### config.mk
export PLATFORM = sky130hd
export DESIGN_NAME = ccws_front
export DESIGN_NICKNAME = d
export VERILOG_FILES = /design/src/design/ccws_pkg.sv /design/src/design/ccws_front.sv
export SDC_FILE = /design/constraint.sdc
export NUM_CORES = 1
export LEC_CHECK = 0
export BUFFER_PORTS_ARGS = -buffer_cell sky130_fd_sc_hd__clkbuf_2
export CAP_MARGIN = 0
export CORE_UTILIZATION = 60
export DETAILED_ROUTE_END_ITERATION = 10
export GPL_TIMING_DRIVEN = 0
export PLACE_DENSITY = 0.83
export SYNTH_ARGS = -nofsm -noshare
export SYNTH_HDL_FRONTEND = slang
export SYNTH_SLANG_ARGS = --single-unit
### constraint.sdc
create_clock -name clk -period 3.4 [get_ports clk]
set_input_delay 0.17 -clock clk [delete_from_list [all_inputs] [get_ports clk]]
set_output_delay 0.17 -clock clk [all_outputs]
set_load 0.05 [all_outputs]
### src/design/ccws_pkg.sv
// Shared constants, types and helper functions of the coiled-coil window scorer.
`timescale 1ns / 1ps
package ccws_pkg;

  localparam int WINDOW       = 28;
  localparam int PHASES       = 7;
  localparam int ALPHABET_DEF = 26;
  localparam int VALUE_BITS   = 16;
  localparam int SUM_BITS     = 21;
  localparam int RES_BITS     = 5;
  localparam int PHASE_BITS   = 3;
  localparam int POS_BITS     = 16;
  localparam int OFF_BITS     = 5;
  localparam int COUNT_BITS   = 17;
  localparam int S_DATA_W     = 32;
  localparam int M_DATA_W     = 48;
  localparam int QUEUE_DEPTH  = 4;

  typedef enum logic {
    K_TABLE = 1'b0,
    K_RES   = 1'b1
  } kind_t;

  typedef enum logic [2:0] {
    B_IDLE,
    B_SUM,
    B_SEARCH,
    B_EMIT,
    B_SHORT
  } bstate_t;

  typedef struct packed {
    kind_t                         kind;
    logic                          wr_ok;
    logic [PHASE_BITS-1:0]         phase;
    logic [RES_BITS-1:0]           tres;
    logic signed [VALUE_BITS-1:0]  value;
    logic [RES_BITS-1:0]           res;
    logic                          last;
  } item_t;

  function automatic logic [PHASE_BITS-1:0] inc7(input logic [PHASE_BITS-1:0] x);
    return (x == PHASE_BITS'(PHASES - 1)) ? '0 : x + 1'b1;
  endfunction

  function automatic logic [PHASE_BITS-1:0] dec7(input logic [PHASE_BITS-1:0] x);
    return (x == '0) ? PHASE_BITS'(PHASES - 1) : x - 1'b1;
  endfunction

  function automatic logic [PHASE_BITS-1:0] neg7(input logic [PHASE_BITS-1:0] x);
    return (x == '0) ? '0 : PHASE_BITS'(PHASES) - x;
  endfunction

  function automatic logic [OFF_BITS-1:0] incw(input logic [OFF_BITS-1:0] x);
    return (x == OFF_BITS'(WINDOW - 1)) ? '0 : x + 1'b1;
  endfunction

endpackage

### src/design/ccws_front.sv
// Front end: accepts input words, classifies them and queues them for the back end.
`timescale 1ns / 1ps
module ccws_front #(
  parameter int ALPHABET = ccws_pkg::ALPHABET_DEF
) (
  input  logic                          clk,
  input  logic                          rst,
  input  logic                          s_tvalid,
  output logic                          s_tready,
  input  logic [ccws_pkg::S_DATA_W-1:0] s_tdata,
  input  logic                          s_tuser,
  input  logic                          s_tlast,
  output logic                          q_valid,
  output ccws_pkg::item_t               q_item,
  input  logic                          pop
);
  import ccws_pkg::*;

  localparam int PTR_W = $clog2(QUEUE_DEPTH);

  item_t              entries [QUEUE_DEPTH];
  logic [PTR_W-1:0]   wr_ptr;
  logic [PTR_W-1:0]   rd_ptr;
  logic [PTR_W:0]     fill;
  item_t              incoming;
  logic               push;

  always_comb begin
    incoming.kind  = kind_t'(s_tuser);
    incoming.phase = s_tdata[2:0];
    incoming.tres  = s_tdata[7:3];
    incoming.value = s_tdata[23:8];
    incoming.res   = s_tdata[28:24];
    incoming.last  = s_tlast;
    incoming.wr_ok = (s_tdata[2:0] < PHASE_BITS'(PHASES)) &&
                     ({1'b0, s_tdata[7:3]} < (RES_BITS + 1)'(ALPHABET));
  end

  assign s_tready = (fill != (PTR_W + 1)'(QUEUE_DEPTH));
  assign push     = s_tvalid && s_tready;
  assign q_valid  = (fill != '0);
  assign q_item   = entries[rd_ptr];

  always_ff @(posedge clk) begin
    if (push) begin
      entries[wr_ptr] <= incoming;
    end
    if (rst) begin
      wr_ptr <= '0;
      rd_ptr <= '0;
      fill   <= '0;
    end else begin
      if (push) begin
        wr_ptr <= wr_ptr + 1'b1;
      end
      if (pop) begin
        rd_ptr <= rd_ptr + 1'b1;
      end
      if (push && !pop) begin
        fill <= fill + 1'b1;
      end else if (pop && !push) begin
        fill <= fill - 1'b1;
      end
    end
  end

endmodule

==> reports/qor.yml, run 1 <==
status:
  status: "finished, final reports clean"
timing:
  rsz0062_at_grt: "false"
  finalHoldViolCount: 0
  tns_ns: 0
  setup_violations: 0
  fmax_ghz: 0.443
  slew_headroom_pct: 40.6
  worstMarginPinSlew_ns: 0.892
  fin_ws_ns: 1.14
  fin_skew_ns: 0.00721
  drv_slew: 0
  period_needed_ns: 2.26
  min_period_over_period_pct: 66.4
layout:
  area_growth_pct: 26.9
  fill_cells: 416
  drive_gt1_share_pct: 40.1
  diodes: 0
  finalNetCount: 378
clocking:
  clock-sinks: 137
  cts-root-buf: "clkbuf_8"
  postCtsSetupBuffers: 0
  clockBufferDepth: 2
  cts_tree: "yes"
  post_cts_resized: 0
  cts_buffers: 17
  clkLatencyLatePin_ns: 0.52
  cts_htree_levels: 4
  hold_buffers: 31
  cts.clk_slew.worst_paths_ns: 0.06
drt:
  drc: 0
  vias_per_cell: 5.67
  num_vias: 2563
  finalWirelength_um: 9600
  wl_per_cell_um: 21.2
  first_pass_iters: 4
  drt_iter0_markers: 135
  ant_nets: 0
grt:
  grt_pass1_vias: 2682
  antenna_found_initial: 0
  grt-ovfl-total: 0
  grt_pass1_wl_um: 14500
  grtUsageTotal_pct: 24.0
  grt_max_degree: 33
synth:
  mappedNetlistArea_um2: 5130
  avgSynthCellArea_um2: 23.6
  ys_seq_area_share_pct: 78.4
  synth_warnings: 0
  yosysUniqueCellTypes: 25
  postSynthCellCount: 217
  synthesis.nets: 261
  synth-seq-cells: 137
setup_path:
  startpoint_type: "flop"
  arrival_ns: 2.70
  end_kind: "flop"
  path_max_fanout: 7
  critPathKind: "reg2reg"
  cp.required_ns: 3.85
placement:
  hpwl_um: 4950
  dp_slack_ns: 1.20
  port_buffers: 67
  gp_congestion: 0.667
floorplanning:
  chipHeight_um: 94.5
  core_area_um2: 8260
  fp.dieW_um: 94.5
  die-area_um2: 8930
  pin_count: 72
  num_rows: 33
  start_util_pct: 62.1
pwr:
  combPwrFrac_pct: 18.1
  p_seq_share_pct: 43.3
  sw_frac_of_total_pct: 27.6
  vdd.ir_drop.worst_uv: 486
  p_int_mw: 3.48
  power_density_nw_per_um2: 739
  p_sw_mw: 1.33
  p_leak_nw: 2.32
  power_mw: 4.81
  power_frac_clock_pct: 38.6
worst_hold_path:
  hold_class: "in2reg"
run:
  maxCapViolCount: 0
[flip-flops by register name, indices dropped and copies added, names as in the netlist, named ones only]
name and count:
entries 128, fill 3, rd_ptr 2, wr_ptr 2
[power groups by stage]
stage               logic (mW)  clock network [mW]  registers (mW)
floorplan                0.651                   0            2.10
global placement         0.820                   0            2.10
detailed placement       0.835                   0            2.11
CTS                      0.876                1.87            2.09
global route             0.922                1.93            2.10
finish                   0.869                1.86            2.08
[layer usage]
layer	up-vias	global-route usage, %	wire (um)
met5	-	0	0
met1	1309	28.0	3700
met3	25	6.60	518
met2	93	40.3	5120
li1	1136	-	-
met4	0	13.6	259
[metrics by stage]
step	area, um2	cells	hold WS (ns)	util [%]
floorplan	5130	217	0.269	-
global placement	5600	389	0.384	67.8
detailed placement	5600	389	0.390	67.8
CTS	6510	452	0.00346	78.8
global route	6510	452	0.0346	78.8
finish	6510	452	0.0160	78.8
[worst paths after layout]
path	from	end	slack (ns)	cells past startpoint
setup / recovery	fill[0]	fill[2]	1.14	8
hold / removal	pop	rd_ptr[0]	0.02	3
setup reg to reg	fill[0]	fill[2]	1.14	8
hold reg to reg	fill[2]	fill[2]	0.54	2
[kinds of logic (layout without fill, tap and decap cells)]
logic type	after synthesis	after routing	synth area share, %
compound gates	5	5	0.731
xor+xnor	4	4	0.683
fa+ha+maj	6	6	1.61
buf+inv	12	142	2.05
flops	137	137	78.4
mux	35	35	14.8
simple gates	18	18	1.71
[placed cells by master (no fill, tap or decap), types with 2 or more instances in the layout]
cell,netlist,final
mux2i_1,2,2
clkbuf_2,0,67
bufinv_16,0,4
buf_12,3,3
mux4_2,30,30
inv_1,4,4
nand2_1,2,2
or3_1,2,2
nand2b_1,2,2
edfxtp_1,128,128
clkinv_2,0,4
and2_2,0,4
clkinv_1,0,2
dlygate4sd3_1,0,31
clkbuf_16,0,16
mux4_1,2,2
buf_2,3,3
nor2_1,8,8
dfxtp_1,9,9
clkinvlp_4,0,3
xor2_1,3,3
ha_1,5,5
clkbuf_1,1,2
[cells in the mapped netlist]
master	instances	area, um2
a21boi_2	1	11.3
a21oi_1	1	5.00
a31oi_1	1	6.26
and2_1	4	25.0
buf_12	3	60.1
buf_2	3	15.0
buf_6	1	11.3
clkbuf_1	1	3.75
dfxtp_1	9	180
edfxtp_1	128	3840
fa_1	1	20.0
ha_1	5	62.6
inv_1	4	15.0
mux2_2	1	11.3
mux2i_1	2	20.0
mux4_1	2	52.6
mux4_2	30	676
nand2_1	2	7.51
nand2b_1	2	12.5
nor2_1	8	30.0
o211a_1	1	10.0
o21ai_0	1	5.00
or3_1	2	12.5
xnor2_1	1	8.76
xor2_1	3	26.3
[worst max-delay path, cell delays in order, from the launching register on]
cell and delay [ns]:
dfxtp_1 0.41, nor2_1 0.09, a21boi_2 0.36, ha_1 0.27, inv_1 0.06, fa_1 0.39
xor2_1 0.16, or3_1 0.30, a21oi_1 0.14
[final cells by class]
type                            instances  area, um2  share of cell area (%)
Sequential cell                       137       4020                    61.8
Multi-Input combinational cell         68       1010                    15.5
Timing Repair Buffer                   98        646                    9.92
Clock buffer                           18        418                    6.42
Clock inverter                         14        179                    2.75
Tap cell                              105        131                    2.02
Buffer                                  8       90.1                    1.38
Inverter                                4       15.0                   0.231
No activity file was read; power rests on OpenSTA's default activity.
==> run 2, diff against run 1 <==
- CORE_UTILIZATION: 60 -> 51
- PLACE_DENSITY: 0.83 -> 0.75
- clock period: 3.4 -> 1.9 ns (I/O delays scaled with it)
==> run 2 against run 1 <==
  * The flow now finishes with violations (setup timing)
  * Non-clock buffer count up 14
  * Worst hold slack improved by 0.12 ns
  * Final cell count is 9.3% higher
  * Sequential share of layout area fell by 4.3 points
  * Via count is 1.2% lower
  * Flip-flop and latch count stayed put
  * Die area grew 17%
  * First-iteration DRC count down 41%
  * Clock skew rose by 0.0043 ns
  * Clock-buffer cell count unchanged
  * Combinational power rose by 130%
  * Clock power is 61% higher
  * Largest cell class unchanged
  * Largest power group unchanged
==> reports/qor.yml, run 2 (synthesis gave the netlist of run 1 again) <==
placement:
  gp_congestion: 0.657
  hpwl_um: 4900
  port_buffers: 67
run:
  maxCapViolCount: 0
pwr:
  combPwrFrac_pct: 23.0
  power_density_nw_per_um2: 1240
  p_sw_mw: 2.48
  p_leak_nw: 2.48
  p_int_mw: 6.24
  vdd.ir_drop.worst_uv: 1040
  p_seq_share_pct: 42.7
  sw_frac_of_total_pct: 28.5
  power_frac_clock_pct: 34.3
worst_hold_path:
  hold_class: "in2reg"
  whs_endpoint: "wr_ptr[0]"
  min-delay-start: "s_tvalid"
  min_path_cells: 4
timing:
  rsz0062_at_grt: "true"
  fin_ws_ns: -0.0869
  holdWs_ns: 0.138
  fin_skew_ns: 0.0115
  worstMarginPinSlew_ns: 0.506
  min_period_over_period_pct: 105
  drv_slew: 0
  tns_ns: -1.99
  setup_violations: 31
  finalHoldViolCount: 0
  fmax_ghz: 0.503
  period_needed_ns: 1.99
  slew_headroom_pct: 66.3
layout:
  area_growth_pct: 36.6
  reg_top3: "entries x128, fill x3"
  finalNetCount: 392
  drive_gt1_share_pct: 44.0
  fill_cells: 584
  largest_reg_flops: 128
  layout_common_cells: "edfxtp_1 (128), clkbuf_2 (35), dlygate4sd3_1 (34)"
  diodes: 0
  mostFrequentLayoutCell: "edfxtp_1"
  regMostFlops: "entries"
clocking:
  cts.clk_slew.worst_paths_ns: 0.06
  cts-root-buf: "clkbuf_8"
  clockBufferDepth: 2
  cts_tree: "yes"
  clock-sinks: 137
  cts_htree_levels: 4
  cts_buffers: 17
  clkLatencyLatePin_ns: 0.52
status:
  violations: "setup timing"
  status: "finished, violations left"
floorplanning:
  die-area_um2: 10500
  start_util_pct: 52.5
  chipHeight_um: 102
  num_rows: 36
  core_area_um2: 9770
  fp.dieW_um: 102
  pin_count: 72
setup_path:
  worstRegToRegCells: 8
  path_max_fanout: 8
  max_stage_delay_ns: 0.52
  crit_slowest_cell: "mux4_2"
  crit_chain: "buf_12 > clkbuf_16 > mux4_2 > buf_8"
  cp.required_ns: 1.80
  reg2reg_slack_ns: 0.05
  arrival_ns: 1.89
  startpoint_type: "flop"
  worstReg2RegStart: "fill[1]"
  reg2reg_to: "fill[2]"
  end_kind: "output pin"
  critPathKind: "reg2out"
drt:
  first_pass_iters: 4
  vias_per_cell: 5.13
  drt_iter0_markers: 79
  wl_per_cell_um: 18.6
  num_vias: 2532
  drc: 0
  ant_nets: 0
  finalWirelength_um: 9200
grt:
  grtUsageTotal_pct: 18.7
  antenna_found_initial: 0
  grt_max_degree: 33
  grt_pass1_vias: 2593
  grt_pass1_wl_um: 13700
  grt-ovfl-total: 0
run 2: cell types whose count changed in the layout (fill, tap and decap cells not counted), sizes merged:
cell / before / now
bufinv: 4 / 1
clkinvlp: 3 / 6
clkinv: 6 / 4
clkbuf: 86 / 61
dlygate4sd3: 31 / 34
inv: 5 / 7
buf: 7 / 43
run 2: area by class of cell:
type / instances / area (um2) / area share (%)
clock inverter: 14 / 125 / 1.79
tap: 133 / 166 / 2.37
inverter: 4 / 15.0 / 0.214
timing repair buffer: 112 / 1130 / 16.1
multi-input combinational: 68 / 1020 / 14.5
sequential: 137 / 4030 / 57.5
buffer: 8 / 106 / 1.52
clock buffer: 18 / 418 / 5.96
run 2: worst max-delay path: cells and delay by family (launching register included):
| kind | cells | cell delay (ns) |
|---|---|---|
| mux | 1 | 0.52 |
| buf+inv | 3 | 0.49 |
| flops | 1 | 0.34 |
run 2: how the worst max path moves through the flow:
| stage | startpoint | end | slack [ns] | cells past startpoint |
|---|---|---|---|---|
| global placement | fill[0] | entries[1][10] | -0.64 | 3 |
| global route | flop | q_item[27] | -0.14 | 4 |
| CTS | flop | q_item[20] | -0.10 | 4 |
| detailed placement | fill[0] | fill[2] | -0.14 | 8 |
| floorplan | fill[0] | entries[2][0] | 0.007 | 3 |
| finish | flop | q_item[16] | -0.09 | 4 |
run 2: layer usage:
metal  vias to the layer above  wire length, um  global-route usage [%]  part of all wire (%)
li1                       1165                -                       -                     -
met4                         0              105                    7.25                   1.1
met1                      1281             3920                    23.9                    43
met5                         -                0                       0                     0
met3                        12              445                    6.22                   4.8
met2                        74             4720                    30.0                    51
run 2: per-stage QoR:
| stage | total power, mW | setup WS [ns] | instance area, um2 | util (%) | instances |
|---|---|---|---|---|---|
| after floorplan | 4.92 | 0.00740 | 5140 | - | 217 |
| after global placement | 5.26 | -0.635 | 5640 | 57.7 | 417 |
| after detailed placement | 5.28 | -0.141 | 5650 | 57.8 | 417 |
| after CTS | 8.58 | -0.101 | 6830 | 69.9 | 486 |
| after global routing | 9.02 | -0.137 | 7010 | 71.7 | 494 |
| final | 8.72 | -0.0869 | 7010 | 71.7 | 494 |
run 2: power by group through the flow:
stage	sequential [mW]	clock, mW	combinational, mW
6_report	3.72	2.99	2.01
5_1_grt	3.75	3.16	2.12
4_1_cts	3.72	3.02	1.84
3_5_place_dp	3.78	0	1.50
3_3_place_gp	3.77	0	1.48
2_1_floorplan	3.75	0	1.17
run 2: repair_timing:
item / CTS / global route
endpoints found under the setup margin: 161 / 32
gates cloned: 0 / 3
hold buffers: 34 / 0
gates resized for setup: 69 / 40
endpoints found under the hold margin: 131 / 0
pin swaps: 3 / 3
buffers inserted: 3 / 5
==> run 3, diff against run 2 <==
- CORE_UTILIZATION: 51 -> 30
- PLACE_DENSITY: 0.75 -> not set
==> run 3 against run 2 <==
  * The run now ends clean
  * First-iteration DRC count rose by 23%
  * Flip-flop and latch count unchanged
  * Maximum frequency rose by 5.8%
  * Critical path type unchanged
==> reports/qor.yml, run 3 (synthesis gave the netlist of run 1 again) <==
clocking:
  cts-root-buf: "clkbuf_16"
  clockBufferDepth: 2
  clock-sinks: 137
  clkLatencyLatePin_ns: 0.41
  cts_htree_levels: 4
  cts_buffers: 17
  cts_tree: "yes"
  cts.clk_slew.worst_paths_ns: 0.05
setup_path:
  critPathKind: "reg2out"
  startpoint_type: "flop"
  max_stage_delay_ns: 0.55
  arrival_ns: 1.78
  crit_chain: "buf_12 > buf_12 > mux4_2 > buf_8"
  cp.required_ns: 1.80
  path_max_fanout: 10
  end_kind: "output pin"
  cpLargestDelayFamily: "multiplexers"
  path_buf_inv: 3
  crit_top_cell: "buf_12"
  crit_slowest_cell: "mux4_2"
run:
  maxCapViolCount: 0
placement:
  dp.cells: 508
  hpwl_um: 5990
  port_buffers: 67
  gp_congestion: 0.647
  placed_cell_area_um2: 5850
drt:
  finalWirelength_um: 9570
  wl_per_cell_um: 16.7
  ant_nets: 0
  first_pass_iters: 4
  num_vias: 2549
  drc: 0
  vias_per_cell: 4.44
  drt_iter0_markers: 97
layout:
  largest_reg_flops: 128
  diodes: 0
  mostFrequentLayoutCell: "edfxtp_1"
  finalNetCount: 387
  drive_gt1_share_pct: 42.1
  reg_top3: "entries x128, fill x3"
  area_growth_pct: 38.3
  regMostFlops: "entries"
  design_area_um2: 7100
  instances_no_fill: 574
  layout_common_cells: "edfxtp_1 (128), clkbuf_2 (37), dlygate4sd3_1 (32)"
pwr:
  p_leak_nw: 2.47
  combPwrFrac_pct: 22.4
  power_mw: 8.84
  power_density_nw_per_um2: 1250
  p_seq_share_pct: 42.0
  p_int_mw: 6.49
  power_frac_clock_pct: 35.5
  vdd.ir_drop.worst_uv: 732
  p_sw_mw: 2.36
  sw_frac_of_total_pct: 26.7
timing:
  fmax_ghz: 0.533
  holdWs_ns: 0.0520
  setup_violations: 0
  period_needed_ns: 1.88
  tns_ns: 0
  rsz0062_at_grt: "true"
  slew_headroom_pct: 69.5
  finalHoldViolCount: 0
  min_period_over_period_pct: 98.8
  drv_slew: 0
  worstMarginPinSlew_ns: 0.457
  fin_skew_ns: 0.0119
grt:
  grt-ovfl-total: 0
  antenna_found_initial: 0
  grt_max_degree: 31
  grt_pass1_wl_um: 15100
  grtUsageTotal_pct: 11.9
  grt_pass1_vias: 2757
floorplanning:
  pin_count: 72
  die-area_um2: 17600
  start_util_pct: 30.8
  core_area_um2: 16600
  num_rows: 47
  chipHeight_um: 133
  fp.dieW_um: 133
status:
  status: "finished, final reports clean"
worst_hold_path:
  hold_class: "in2reg"
run 3: cell count changes in the layout (fill, tap and decap cells not counted), moves of 3 or more:
cell	previous run	this run
and2_2	0	3
clkinv_1	0	5
clkbuf_8	2	10
buf_8	30	20
inv_6	3	0
and2_4	4	1
clkinvlp_4	6	2
buf_4	8	4
run 3: metal layers:
layer  up-vias  global-route usage, %  part of all wire, %  routed length (um)
li1       1152                      -                    -                   -
met1      1331                   14.0                   43                4080
met2        55                   19.7                   52                5000
met3        11                   4.33                  4.1                 395
met4         0                   5.11                 0.98                  94
met5         -                      0                    0                   0
run 3: stage by stage:
stage               setup slack, ns  utilization, %
floorplan                   0.00740               -
global placement             -0.772            34.5
detailed placement           -0.164            35.1
CTS                         -0.0123            42.1
global route                -0.0435            42.7
finish                       0.0223            42.7
run 3: worst paths after layout:
check | from | endpoint | slack (ns) | cells past startpoint
max | flop | q_item[27] | 0.02 | 4
min | rst | fill[1] | 0.05 | 2
max reg2reg | fill[0] | fill[2] | 0.07 | 8
min reg2reg | wr_ptr[1] | wr_ptr[1] | 0.53 | 2
run 3: power groups by stage:
stage               sequential, mW  combinational [mW]  clock (mW)
CTS                           3.72                1.90        3.23
global route                  3.75                2.10        3.33
detailed placement            3.78                1.61           0
finish                        3.72                1.98        3.14
global placement              3.77                1.51           0
floorplan                     3.75                1.17           0
run 3: final cells by class:
| cell class | instances | area (um2) |
|---|---|---|
| Clock inverter | 12 | 134 |
| Inverter | 4 | 15.0 |
| Timing Repair Buffer | 107 | 1090 |
| Clock buffer | 18 | 429 |
| Fill cell | 1479 | 9540 |
| Sequential cell | 137 | 4030 |
| Tap cell | 220 | 275 |
| Multi-Input combinational cell | 68 | 1020 |
| Buffer | 8 | 106 |
run 3: what timing repair did:
action	4_1_cts	5_1_grt
buffers inserted	1	2
resized for setup	61	31
cloned	0	1
endpoints found under the setup margin	48	60
hold endpoints to repair	126	0
hold buffers	32	0
pin swaps	1	3
